### src/hdl/scpd_pkg.sv
// scpd_pkg: shared types and constants of the sine crossing peak detector
// no dependencies; imported by scpd_core and sine_crossing_peak_detector
`default_nettype none

package scpd_pkg;

	localparam int SAMPLE_W = 8;
	localparam int P2P_W    = 9;

	localparam logic [SAMPLE_W-1:0] CNT_MAX     = 8'hff;
	localparam logic [SAMPLE_W-1:0] LEVEL_MAX   = 8'hff;
	localparam logic [SAMPLE_W-1:0] THR_DEFAULT = 8'h80;

	// register reset values
	localparam logic [7:0] RST_MIN_SWING  = 8'h20;
	localparam logic [6:0] RST_HYSTERESIS = 7'h08;
	localparam logic [7:0] RST_ACQUIRE    = 8'd128;
	localparam logic [7:0] RST_MIN_PERIOD = 8'h60;
	localparam logic [7:0] RST_EARLY_AT   = 8'd43;
	localparam logic [7:0] RST_LATE_AT    = 8'd59;
	localparam logic [7:0] RST_CLIP_HIGH  = 8'hf8;
	localparam logic [7:0] RST_CLIP_LOW   = 8'h08;

	typedef enum logic [2:0] {
		REG_MIN_SWING,
		REG_HYSTERESIS,
		REG_ACQUIRE,
		REG_MIN_PERIOD,
		REG_EARLY_AT,
		REG_LATE_AT,
		REG_CLIP_HIGH,
		REG_CLIP_LOW
	} reg_index_t;

	typedef enum logic [1:0] {
		POL_NONE = 2'b00,
		POL_HIGH = 2'b01,
		POL_LOW  = 2'b11
	} polarity_t;

	localparam logic signed [1:0] CROSS_NONE = 2'sb00;
	localparam logic signed [1:0] CROSS_RISE = 2'sb01;
	localparam logic signed [1:0] CROSS_FALL = 2'sb11;

	typedef struct packed {
		logic [7:0] min_swing;
		logic [6:0] hysteresis;
		logic [7:0] acquire_samples;
		logic [7:0] min_period;
		logic [7:0] early_sample_at;
		logic [7:0] late_sample_at;
		logic [7:0] clip_high;
		logic [7:0] clip_low;
	} cfg_t;

	typedef struct packed {
		logic signed [1:0]    crossing;
		logic [SAMPLE_W-1:0]  held_minimum;
		logic [SAMPLE_W-1:0]  held_maximum;
		logic [SAMPLE_W-1:0]  mid_threshold;
		logic [P2P_W-1:0]     peak_to_peak;
	} result_t;

endpackage

`default_nettype wire

### src/hdl/scpd_sample_if.sv
// scpd_sample_if: valid/ready channel carrying one converter sample
// depends on nothing
`default_nettype none

interface scpd_sample_if;
	logic       valid;
	logic       ready;
	logic [7:0] sample;

	modport source (output valid, output sample, input ready);
	modport sink (input valid, input sample, output ready);
endinterface

`default_nettype wire

### src/hdl/scpd_result_if.sv
// scpd_result_if: valid/ready channel carrying one detector result
// depends on nothing
`default_nettype none

interface scpd_result_if;
	logic              valid;
	logic              ready;
	logic signed [1:0] crossing;
	logic [7:0]        held_minimum;
	logic [7:0]        held_maximum;
	logic [7:0]        mid_threshold;
	logic [8:0]        peak_to_peak;

	modport source (output valid, output crossing, output held_minimum,
		output held_maximum, output mid_threshold, output peak_to_peak, input ready);
	modport sink (input valid, input crossing, input held_minimum,
		input held_maximum, input mid_threshold, input peak_to_peak, output ready);
endinterface

`default_nettype wire

### src/hdl/scpd_core.sv
// scpd_core: detector state registers and the per-sample update logic
// depends on scpd_pkg
`default_nettype none

module scpd_core (
	input  wire logic                clk,
	input  wire logic                arst_n,
	input  wire logic                step,
	input  wire logic [7:0]          sample,
	input  wire scpd_pkg::cfg_t      cfg,
	output      scpd_pkg::result_t   result
);
	import scpd_pkg::*;

	logic [7:0] cnt_q, rmin_q, rmax_q, early_q, late_q, thr_q, pmin_q, pmax_q;
	logic [8:0] p2p_q;
	polarity_t  pol_q;

	logic [7:0] cnt_d, rmin_d, rmax_d, early_d, late_d, thr_d, pmin_d, pmax_d;
	logic [8:0] p2p_d;
	polarity_t  pol_d;
	logic signed [1:0] cross_d;

	logic [7:0] cnt_inc, rmin_u, rmax_u, swing, clip_diff;
	logic [8:0] sum_mm, thr_hi, s_plus_hys;
	logic       lock_hi, lock_lo, clipped;

	always_comb begin
		cnt_inc    = (cnt_q == CNT_MAX) ? CNT_MAX : cnt_q + 8'd1;
		rmin_u     = (sample < rmin_q) ? sample : rmin_q;
		rmax_u     = (sample > rmax_q) ? sample : rmax_q;
		sum_mm     = {1'b0, rmax_u} + {1'b0, rmin_u};
		swing      = rmax_u - rmin_u;
		thr_hi     = {1'b0, thr_q} + {2'b00, cfg.hysteresis};
		s_plus_hys = {1'b0, sample} + {2'b00, cfg.hysteresis};
		lock_hi    = {1'b0, sample} > thr_hi;
		lock_lo    = s_plus_hys < {1'b0, thr_q};
		clip_diff  = early_d - late_d;
		clipped    = (rmax_u >= cfg.clip_high) || (rmin_u <= cfg.clip_low);
	end

	always_comb begin
		cnt_d   = cnt_inc;
		rmin_d  = rmin_u;
		rmax_d  = rmax_u;
		early_d = early_q;
		late_d  = late_q;
		thr_d   = thr_q;
		pmin_d  = pmin_q;
		pmax_d  = pmax_q;
		p2p_d   = p2p_q;
		pol_d   = pol_q;
		cross_d = CROSS_NONE;

		if (pol_q == POL_NONE) begin
			// acquisition
			if (cnt_inc == cfg.acquire_samples) begin
				pmin_d = rmin_u;
				pmax_d = rmax_u;
				if (rmax_u <= rmin_u || swing < cfg.min_swing) begin
					rmin_d = LEVEL_MAX;
					rmax_d = '0;
					cnt_d  = '0;
				end else begin
					thr_d = sum_mm[8:1];
				end
			end else if (cnt_inc == CNT_MAX) begin
				pmin_d = '0;
				pmax_d = '0;
				rmin_d = LEVEL_MAX;
				rmax_d = '0;
				cnt_d  = '0;
			end else if (cnt_inc > cfg.acquire_samples) begin
				if (lock_hi) begin
					pol_d   = POL_HIGH;
					cnt_d   = '0;
					cross_d = CROSS_RISE;
				end else if (lock_lo) begin
					pol_d   = POL_LOW;
					cnt_d   = '0;
					cross_d = CROSS_FALL;
				end
			end
		end else if (cnt_inc >= cfg.acquire_samples) begin
			// half-wave timeout
			pol_d  = POL_NONE;
			pmin_d = '0;
			pmax_d = '0;
			p2p_d  = '0;
			rmin_d = LEVEL_MAX;
			rmax_d = '0;
			cnt_d  = '0;
		end else begin
			if (cnt_inc == cfg.early_sample_at)
				early_d = sample;
			else if (cnt_inc == cfg.late_sample_at)
				late_d = sample;

			if (pol_q == POL_HIGH && sample < thr_q) begin
				pol_d   = POL_LOW;
				cross_d = CROSS_FALL;
			end else if (pol_q != POL_HIGH && sample > thr_q) begin
				pol_d   = POL_HIGH;
				cross_d = CROSS_RISE;
				if (cnt_inc < cfg.min_period) begin
					p2p_d = '0;
					thr_d = THR_DEFAULT;
				end else begin
					pmin_d = rmin_u;
					pmax_d = rmax_u;
					thr_d  = sum_mm[8:1];
					if (clipped)
						p2p_d = (early_d > late_d) ? {clip_diff, 1'b0} : '0;
					else
						p2p_d = (rmax_u > rmin_u) ? {1'b0, swing} : '0;
				end
				rmin_d = LEVEL_MAX;
				rmax_d = '0;
				cnt_d  = '0;
			end
		end
	end

	always_ff @(posedge clk or negedge arst_n) begin
		if (!arst_n) begin
			cnt_q   <= '0;
			rmin_q  <= '0;
			rmax_q  <= '0;
			early_q <= '0;
			late_q  <= '0;
			thr_q   <= '0;
			pmin_q  <= '0;
			pmax_q  <= '0;
			p2p_q   <= '0;
			pol_q   <= POL_NONE;
		end else if (step) begin
			cnt_q   <= cnt_d;
			rmin_q  <= rmin_d;
			rmax_q  <= rmax_d;
			early_q <= early_d;
			late_q  <= late_d;
			thr_q   <= thr_d;
			pmin_q  <= pmin_d;
			pmax_q  <= pmax_d;
			p2p_q   <= p2p_d;
			pol_q   <= pol_d;
		end
	end

	// held fields show the state after this sample
	assign result = '{
		crossing:      cross_d,
		held_minimum:  pmin_d,
		held_maximum:  pmax_d,
		mid_threshold: thr_d,
		peak_to_peak:  p2p_d
	};

endmodule

`default_nettype wire

### src/hdl/sine_crossing_peak_detector.sv
// sine_crossing_peak_detector: top level with register file and handshake stages
// depends on scpd_pkg, scpd_sample_if, scpd_result_if, scpd_core
//
// channel  | direction | contents
// in_ch    | sink      | sample (8 bit)
// out_ch   | source    | crossing, held_minimum, held_maximum, mid_threshold, peak_to_peak
// wr_*     | write     | register index (3 bit), data (8 bit)
//
// one sample per cycle sustained while out_ch accepts each result
// the state update sits between the input register and the result register
// a stalled output holds the result and backs up into the input register
// arst_n clears all detector state and loads the register defaults
`default_nettype none

module sine_crossing_peak_detector (
	input  wire logic                 clk,
	input  wire logic                 arst_n,
	scpd_sample_if.sink               in_ch,
	scpd_result_if.source             out_ch,
	input  wire logic                 wr_en,
	input  wire scpd_pkg::reg_index_t wr_index,
	input  wire logic [7:0]           wr_data
);
	import scpd_pkg::*;

	cfg_t       cfg_q;
	logic       valid_s1;
	logic [7:0] sample_s1;
	logic       out_valid_q;
	result_t    out_q;
	result_t    core_result;
	logic       advance;

	// register writes
	always_ff @(posedge clk or negedge arst_n) begin
		if (!arst_n) begin
			cfg_q.min_swing       <= RST_MIN_SWING;
			cfg_q.hysteresis      <= RST_HYSTERESIS;
			cfg_q.acquire_samples <= RST_ACQUIRE;
			cfg_q.min_period      <= RST_MIN_PERIOD;
			cfg_q.early_sample_at <= RST_EARLY_AT;
			cfg_q.late_sample_at  <= RST_LATE_AT;
			cfg_q.clip_high       <= RST_CLIP_HIGH;
			cfg_q.clip_low        <= RST_CLIP_LOW;
		end else if (wr_en) begin
			unique case (wr_index)
				REG_MIN_SWING:  cfg_q.min_swing       <= wr_data;
				REG_HYSTERESIS: cfg_q.hysteresis      <= wr_data[6:0];
				REG_ACQUIRE:    cfg_q.acquire_samples <= wr_data;
				REG_MIN_PERIOD: cfg_q.min_period      <= wr_data;
				REG_EARLY_AT:   cfg_q.early_sample_at <= wr_data;
				REG_LATE_AT:    cfg_q.late_sample_at  <= wr_data;
				REG_CLIP_HIGH:  cfg_q.clip_high       <= wr_data;
				REG_CLIP_LOW:   cfg_q.clip_low        <= wr_data;
				default:        cfg_q.clip_low        <= cfg_q.clip_low;
			endcase
		end
	end

	assign advance     = valid_s1 && (!out_valid_q || out_ch.ready);
	assign in_ch.ready = !valid_s1 || advance;

	// input register
	always_ff @(posedge clk or negedge arst_n) begin
		if (!arst_n)
			valid_s1 <= 1'b0;
		else if (in_ch.ready)
			valid_s1 <= in_ch.valid;
	end

	always_ff @(posedge clk) begin
		if (in_ch.valid && in_ch.ready)
			sample_s1 <= in_ch.sample;
	end

	scpd_core u_core (
		.clk    (clk),
		.arst_n (arst_n),
		.step   (advance),
		.sample (sample_s1),
		.cfg    (cfg_q),
		.result (core_result)
	);

	// result register
	always_ff @(posedge clk or negedge arst_n) begin
		if (!arst_n)
			out_valid_q <= 1'b0;
		else if (advance)
			out_valid_q <= 1'b1;
		else if (out_ch.ready)
			out_valid_q <= 1'b0;
	end

	always_ff @(posedge clk) begin
		if (advance)
			out_q <= core_result;
	end

	assign out_ch.valid         = out_valid_q;
	assign out_ch.crossing      = out_q.crossing;
	assign out_ch.held_minimum  = out_q.held_minimum;
	assign out_ch.held_maximum  = out_q.held_maximum;
	assign out_ch.mid_threshold = out_q.mid_threshold;
	assign out_ch.peak_to_peak  = out_q.peak_to_peak;

endmodule

`default_nettype wire
### src/flat_wrapper.sv
// flat-port wrapper written by rule: the top's interface ports become plain ports
module sine_crossing_peak_detector_flat import scpd_pkg::*;
  (clk, arst_n, wr_en, wr_index, wr_data, in_ch_valid, in_ch_sample, in_ch_ready, out_ch_valid, out_ch_crossing, out_ch_held_minimum, out_ch_held_maximum, out_ch_mid_threshold, out_ch_peak_to_peak, out_ch_ready);
  scpd_sample_if in_ch_i ();
  scpd_result_if out_ch_i ();
  input  wire logic clk;
  input  wire logic arst_n;
  input  wire logic wr_en;
  input  wire scpd_pkg::reg_index_t wr_index;
  input  wire logic [7:0] wr_data;
  input wire logic [$bits(in_ch_i.valid)-1:0] in_ch_valid;
  input wire logic [$bits(in_ch_i.sample)-1:0] in_ch_sample;
  output wire logic [$bits(in_ch_i.ready)-1:0] in_ch_ready;
  output wire logic [$bits(out_ch_i.valid)-1:0] out_ch_valid;
  output wire logic [$bits(out_ch_i.crossing)-1:0] out_ch_crossing;
  output wire logic [$bits(out_ch_i.held_minimum)-1:0] out_ch_held_minimum;
  output wire logic [$bits(out_ch_i.held_maximum)-1:0] out_ch_held_maximum;
  output wire logic [$bits(out_ch_i.mid_threshold)-1:0] out_ch_mid_threshold;
  output wire logic [$bits(out_ch_i.peak_to_peak)-1:0] out_ch_peak_to_peak;
  input wire logic [$bits(out_ch_i.ready)-1:0] out_ch_ready;
  assign in_ch_i.valid = in_ch_valid;
  assign in_ch_i.sample = in_ch_sample;
  assign in_ch_ready = in_ch_i.ready;
  assign out_ch_valid = out_ch_i.valid;
  assign out_ch_crossing = out_ch_i.crossing;
  assign out_ch_held_minimum = out_ch_i.held_minimum;
  assign out_ch_held_maximum = out_ch_i.held_maximum;
  assign out_ch_mid_threshold = out_ch_i.mid_threshold;
  assign out_ch_peak_to_peak = out_ch_i.peak_to_peak;
  assign out_ch_i.ready = out_ch_ready;
  sine_crossing_peak_detector u_core (.clk(clk), .arst_n(arst_n), .in_ch(in_ch_i), .out_ch(out_ch_i), .wr_en(wr_en), .wr_index(wr_index), .wr_data(wr_data));
endmodule
### config.mk
export PLATFORM = sky130hd
export DESIGN_NAME = sine_crossing_peak_detector_flat
export DESIGN_NICKNAME = d
export VERILOG_FILES = /design/src/hdl/scpd_pkg.sv /design/src/hdl/scpd_sample_if.sv /design/src/hdl/scpd_result_if.sv /design/src/hdl/scpd_core.sv /design/src/hdl/sine_crossing_peak_detector.sv /design/src/flat_wrapper.sv
export SDC_FILE = /design/constraint.sdc
export NUM_CORES = 1
export LEC_CHECK = 0
export BUFFER_PORTS_ARGS = -buffer_cell sky130_fd_sc_hd__buf_2
export CAP_MARGIN = 20
export CORE_ASPECT_RATIO = 2
export CORE_MARGIN = 1
export CORE_UTILIZATION = 56
export CTS_BUF_LIST = sky130_fd_sc_hd__clkbuf_16
export CTS_CLUSTER_DIAMETER = 60
export DETAILED_ROUTE_END_ITERATION = 6
export PLACE_DENSITY_LB_ADDON = 0.1
export SETUP_SLACK_MARGIN = 0.3
export SLEW_MARGIN = 20
export SYNTH_ARGS = -nofsm -noshare
export SYNTH_HDL_FRONTEND = slang
export SYNTH_SLANG_ARGS = --single-unit
### constraint.sdc
create_clock -name clk -period 8.55 [get_ports clk]
set_input_delay 1.71 -clock clk [delete_from_list [all_inputs] [get_ports clk]]
set_output_delay 1.71 -clock clk [all_outputs]
set_load 0.1 [all_outputs]
* After elaboration in Yosys (flattened, before gate mapping)
Index checks and enable logic that the tools add are counted. Widths: inputs -> output; s select.
Word-level totals: logic and storage cells 175, input bits 24, flip-flop bits (word level) 183
Operators by class: add/subtract/negate cells 6, reductions and logical operators 23, magnitude comparators 15, muxes and demuxes 87, equality and inequality tests 18
Operators with widths (number):
- $mux 8 | 60
- $mux 9 | 7
- $gt 8x8->1 | 5
- $mux 2 | 17
- $lt 8x8->1 | 4
- $eq 8x8->1 | 3
- $add 8x7->9 | 2
- $eq 8x8->1 const B | 2
- $ge 8x8->1 | 2
- $le 8x8->1 | 2
- $reduce_and 2->1 | 8
- $sub 8x8->8 | 2
- $eq 3x3->1 const B | 4
- $add 8x8->9 | 1
- $gt 8x9->1 | 1
- $lt 9x8->1 | 1
- $add 8x1->8 const B | 1
- $eq 3x2->1 const B | 2
- $reduce_and 6->1 | 1
- $logic_and 1x1->1 | 4
- $logic_or 1x1->1 | 4
- $ne 2x1->1 const B | 2
- $ne 2x2->1 const B | 2
- $reduce_bool 4->1 | 1
- 8 further kinds | 11

* Logic depth before layout (Yosys ltp)
depth after elaboration 17, gate-level depth with buffers 29, depth with buffers taken out 28

* Modules after synthesis
Synthesis repeated with hierarchy kept, for this count alone.
Second synthesis, totals: cells, all modules 1233, area total of the unflattened synthesis 12426.9 µm²
By module, submodules not included:
- scpd_core | area each 8605.8 µm², cells each 1041, times used 1
- sine_crossing_peak_detector | area each 3821.2 µm², cells each 192, times used 1

* Worst setup path before layout
Ideal clock, no wire load.
path type register to register, start register u_core.sample_s1[1], end register u_core.u_core.thr_q[7], cell stages (with the launch flop) 28, data required time 8.413 ns, buffers on the path 1, path slack 2.457 ns, library setup time 0.137 ns, data arrival time 5.956 ns, cells stage by stage edfxtp_1 ha_1 a21o_1 a21o_1 a21oi_1 nor2b_1 o21ai_0 nand2b_1 a21o_1 a21oi_1 mux2i_1 inv_1 ha_1 inv_1 fa_1 ha_1 a21boi_0 o21a_1 o21a_1 o21a_1 o21a_1 o21a_1 o21a_1 o2111ai_1 a21boi_1 nand2b_1 clkbuf_1 a22oi_1
Between the ends: cells in the longest elaborated chain, start to end 8, elaborated cells between the ends (all ways) 20, those cells by class add/sub (2); order compare (6); mux (9); reduce/logical (3)
RTL lines:
- start, declared | line sine_crossing_peak_detector.sv:28 | logic [7:0] sample_s1;
- start signal, assigned | line sine_crossing_peak_detector.sv:73 | sample_s1 <= in_ch.sample;
- $gt 8x8->1 / $lt 8x8->1 (equally long branches) | line scpd_core.sv:31, scpd_core.sv:30
- $mux 8 (on tied branches) | line scpd_core.sv:31, scpd_core.sv:30
- $sub 8x8->8 / $add 8x8->9 (equally long branches) | line scpd_core.sv:33, scpd_core.sv:32
- $lt 8x8->1 / $mux 8 (equally long branches) | line scpd_core.sv:60, scpd_core.sv:105
- $logic_or 1x1->1 / $mux 8 (equally long branches) | line scpd_core.sv:60, scpd_core.sv:102
- $mux 8 (on tied branches) | line scpd_core.sv:60, scpd_core.sv:99
- $mux 8 (on tied branches) | line scpd_core.sv:57, scpd_core.sv:84
- $mux 8 (*) | line scpd_core.sv:55 | if (pol_q == POL_NONE) begin
- end signal, assigned | line scpd_core.sv:142 | thr_q <= thr_d;
- end, declared | line scpd_core.sv:15 | logic [7:0] cnt_q, rmin_q, rmax_q, early_q, late_q, thr_q, pmin_q, pmax_q;
Mark *: on every way between the ends. The rest lies on a longest branch, timed or not. A chain may end at the register's enable or synchronous reset.

* Worst setup path in the final report
start register u_core.sample_s1[1], end register u_core.u_core.cnt_q[2]
Between the ends: cells in the longest elaborated chain, start to end 8, elaborated cells between the ends (all ways) 25, those cells by class add/sub (2); order compare (8); mux (12); reduce/logical (3)
RTL lines:
- $gt 8x8->1 (tied with other cells) | line scpd_core.sv:31 | rmax_u = (sample > rmax_q) ? sample : rmax_q;
- $mux 8 (tied with other cells) | line scpd_core.sv:31
- $sub 8x8->8 / $mux 8 (equally long branches) | line scpd_core.sv:33, scpd_core.sv:78
- $lt 8x8->1 / $mux 8 (equally long branches) | line scpd_core.sv:60, scpd_core.sv:74
- $logic_or 1x1->1 / $mux 8 (equally long branches) | line scpd_core.sv:60, scpd_core.sv:73
- $mux 8 (on tied branches) | line scpd_core.sv:60, scpd_core.sv:67
- $mux 8 | line scpd_core.sv:57 | if (cnt_inc == cfg.acquire_samples) begin
- $mux 8 (*) | line scpd_core.sv:55
- end signal, assigned | line scpd_core.sv:137 | cnt_q <= cnt_d;
- end, declared | line scpd_core.sv:15
Marked as above.

==> impl_metrics.tcl <==
set metrics [dict create \
    synth_fp_nets 1387 \
    die_area_um2 22400 \
    portBuffers 60 \
    ys_seq_area_share_pct 39.5 \
    synth_top_cell_by_area "dfrtp_1" \
    critPathSlowestCell "o311ai_2" \
    insertion_delay_ns 0.47 \
    post_cts_buffers 0 \
    htree_levels 4 \
    via_count 9591 \
    drt_iter0_drc 417 \
    cts_resized 0 \
    drc 0 \
    groute.usage.overall_pct 32.4 \
    finalSetupTns_ns 0 \
    r2r_start "u_core.sample_s1[1]" \
    synthCells 1238 \
    area_delta_synth_final_pct 9.20 \
    viasPerCell 6.12 \
    clkSinkCount 183 \
    crit_end "u_core.u_core.cnt_q[2]" \
    r2r_setup_slack_ns 1.64 \
    period_needed_ns 6.91 \
    hold_viol_final 0 \
    setup_violations 0 \
    ys_types 87 \
    setup.worst_path.end_class "flip-flop" \
    power.density_nw_per_um2 360 \
    synthArstFlopShare_pct 76.5 \
    synth-edff-count 43 \
    rr_worst_depth 27 \
    die_y_um 211 \
    grt_pass1_wl_mm 53.2 \
    rows 76 \
    cp.depth 27 \
    synth_top_cell_area_share_pct 24.6 \
    grt_overflow_total 0 \
    ys_top_cells_by_area "dfrtp_1 25%, ha_1 12%, edfxtp_1 11%" \
    cts_buffers 17 \
    drt-total-wl_mm 34.6 \
    wl_per_cell_um 22.1 \
    crit_start "u_core.sample_s1[1]" \
    whs_ns 0.486 \
    ioPinCount 61 \
    period_share_pct 80.8 \
    avgSynthCellArea_um2 9.86 \
    fin_nets 1430 \
    clk_pin_slew_ns 0.07 \
    fp.dieW_um 106 \
    grt_pass1_vias 9759 \
    critPathMostFrequentCell "o21a_1" \
    critPathArrivalTime_ns 7.25 \
    place.gp.congestion 0.938 \
    antenna_left 0 \
    antenna_found_initial 0 \
    ir_drop_v 0.000224 \
    dp_hpwl_mm 26.2 \
    start_util_pct 56.8 \
    drv_cap 0 \
    critical_path_buf_inv_count 3 \
    rsz0062_at_grt "false" \
    ys_ff_latch 183 \
    final_cell_mix "120 x ha_1, 120 x dfrtp_1, 109 x inv_1, 106 x nand2_1, 95 x o21ai_0" \
    drive_gt1_share_pct 16.5 \
    startpoint_type "flip-flop" \
    multi_input_area_um2 6760 \
    ys_warn_count 0 \
    n_antenna_cell 0 \
    synth_area_um2 12200 \
    critPathMaxFanout 10 \
    grt_max_degree 87 \
    slew_headroom_pct 23.1 \
    worst_pin_slew_ns 1.14 \
    root_buffer "clkbuf_16" \
    fin_skew_ns 0.0127 \
    r2r_end "u_core.u_core.cnt_q[2]" \
    core_um2 21500 \
    dr.pass1.iters 6 \
    fmax_ghz 0.145 \
    cpLargestDelayFamily "compound AO/OA/AOI/OAI gates" \
    cts_tree "yes" \
    status "complete, no violations" \
    p_leak_uw 0.00612 \
    critical_path_class "reg -> reg" \
    ys.flop_type "dfrtp_1" \
    hold_path_class "reg -> reg" \
    slowest_delay_ns 0.75 \
    drv_slew 0 \
    clock_path_buffers 2 \
    nFillCells 1893 \
    holdBufCountCts 0 \
    cp.required_ns 8.89 \
    regArea_um2 4820 \
]
-- where the power goes --
part	leakage, µW	internal, µW	total, µW	switching, µW
clock	0.000287	414	791	376
combinational	0.00371	1010	2680	1670
sequential	0.00211	1140	1320	187
total	0.00612	2560	4800	2230
-- worst min-delay path by stage --
| stage | start | endpoint | slack, ns | depth (start not counted) |
|---|---|---|---|---|
| 6_report | u_core.u_core.pmin_q[0] | u_core.u_core.pmin_q[0] | 0.49 | 2 |
| 5_1_grt | u_core.u_core.pmin_q[1] | u_core.u_core.pmin_q[1] | 0.51 | 2 |
| 4_1_cts | u_core.u_core.pmin_q[0] | u_core.u_core.pmin_q[0] | 0.49 | 2 |
| 3_5_place_dp | u_core.u_core.pmin_q[0] | u_core.u_core.pmin_q[0] | 0.47 | 2 |
| 3_3_place_gp | u_core.u_core.p2p_q[8] | u_core.u_core.p2p_q[8] | 0.46 | 2 |
| 2_1_floorplan | u_core.u_core.p2p_q[0] | u_core.u_core.p2p_q[0] | 0.45 | 2 |
-- through the flow --
| stage | total power, µW | std cells | util, % | area (µm²) | setup WS (ns) |
|---|---|---|---|---|---|
| 4_1_cts | 4770 | 1567 | 62.0 | 13300 | 1.75 |
| 2_1_floorplan | 3290 | 1238 | - | 12200 | 2.46 |
| 6_report | 4800 | 1567 | 62.0 | 13300 | 1.64 |
| 5_1_grt | 5110 | 1567 | 62.0 | 13300 | 1.21 |
| 3_5_place_dp | 3960 | 1535 | 59.3 | 12700 | 1.75 |
| 3_3_place_gp | 3910 | 1535 | 59.3 | 12700 | 1.94 |
-- Yosys cell counts, drive strengths merged (25+ instances only) --
library cell	number
nand2	106
edfxtp	43
xnor2	27
clkbuf	31
mux2i	29
a22o	25
dfrtp	120
a21oi	73
inv	111
ha	120
nor2	61
mux2	59
o21ai	100
a21o	35
-- layout make-up --
class	instances	area share (%)
inverter	111	3.13
tap	273	2.56
sequential	183	36.2
timing repair buffer	74	3.09
clock buffer	19	3.57
clock inverter	13	0.798
multi-input combinational	894	50.7
-- registers in the layout (all words and copies together), names as in the netlist, named ones only --
name,cells
u_core.u_core.early_q,8
u_core.u_core.pol_q,2
u_core.u_core.p2p_q,9
u_core.u_core.thr_q,8
u_core.out_ch.crossing,2
u_core.u_core.rmin_q,8
u_core.valid_s1,1
u_core.out_ch.valid,1
u_core.out_ch.peak_to_peak,9
u_core.out_ch.held_minimum,8
u_core.cfg_q,63
u_core.u_core.pmin_q,8
u_core.u_core.rmax_q,8
u_core.u_core.cnt_q,8
u_core.u_core.pmax_q,8
u_core.u_core.late_q,7
u_core.out_ch.held_maximum,8
u_core.sample_s1,8
u_core.out_ch.mid_threshold,8
-- per-layer routing --
| metal | wire [µm] | global-route usage (%) |
|---|---|---|
| met1 | 12600 | 33.4 |
| met2 | 18600 | 59.1 |
| met3 | 1110 | 4.29 |
| met4 | 2300 | 23.2 |
| met5 | 0 | 0 |
-- cells by family (layout without fill, tap and decap cells) --
kind of cell               after synthesis  after routing  synth area share, %
AOI/OAI and AO/OA                      350            350                 19.2
and+or+nand+nor                        289            289                 12.1
DFF                                    183            183                 39.5
buffers and inverters                  161            217                 5.33
adders and majority gates              125            125                 13.1
muxes                                   88             88                 7.82
xor gates and xnor gates                42             42                 3.01
-- tightest hold or removal path, stage by stage (launching register included) --
cell and delay, ns:
dfrtp_1 0.34, nand2_1 0.05, o21ai_0 0.06
Note: power is estimated with default switching activity, not from simulation.
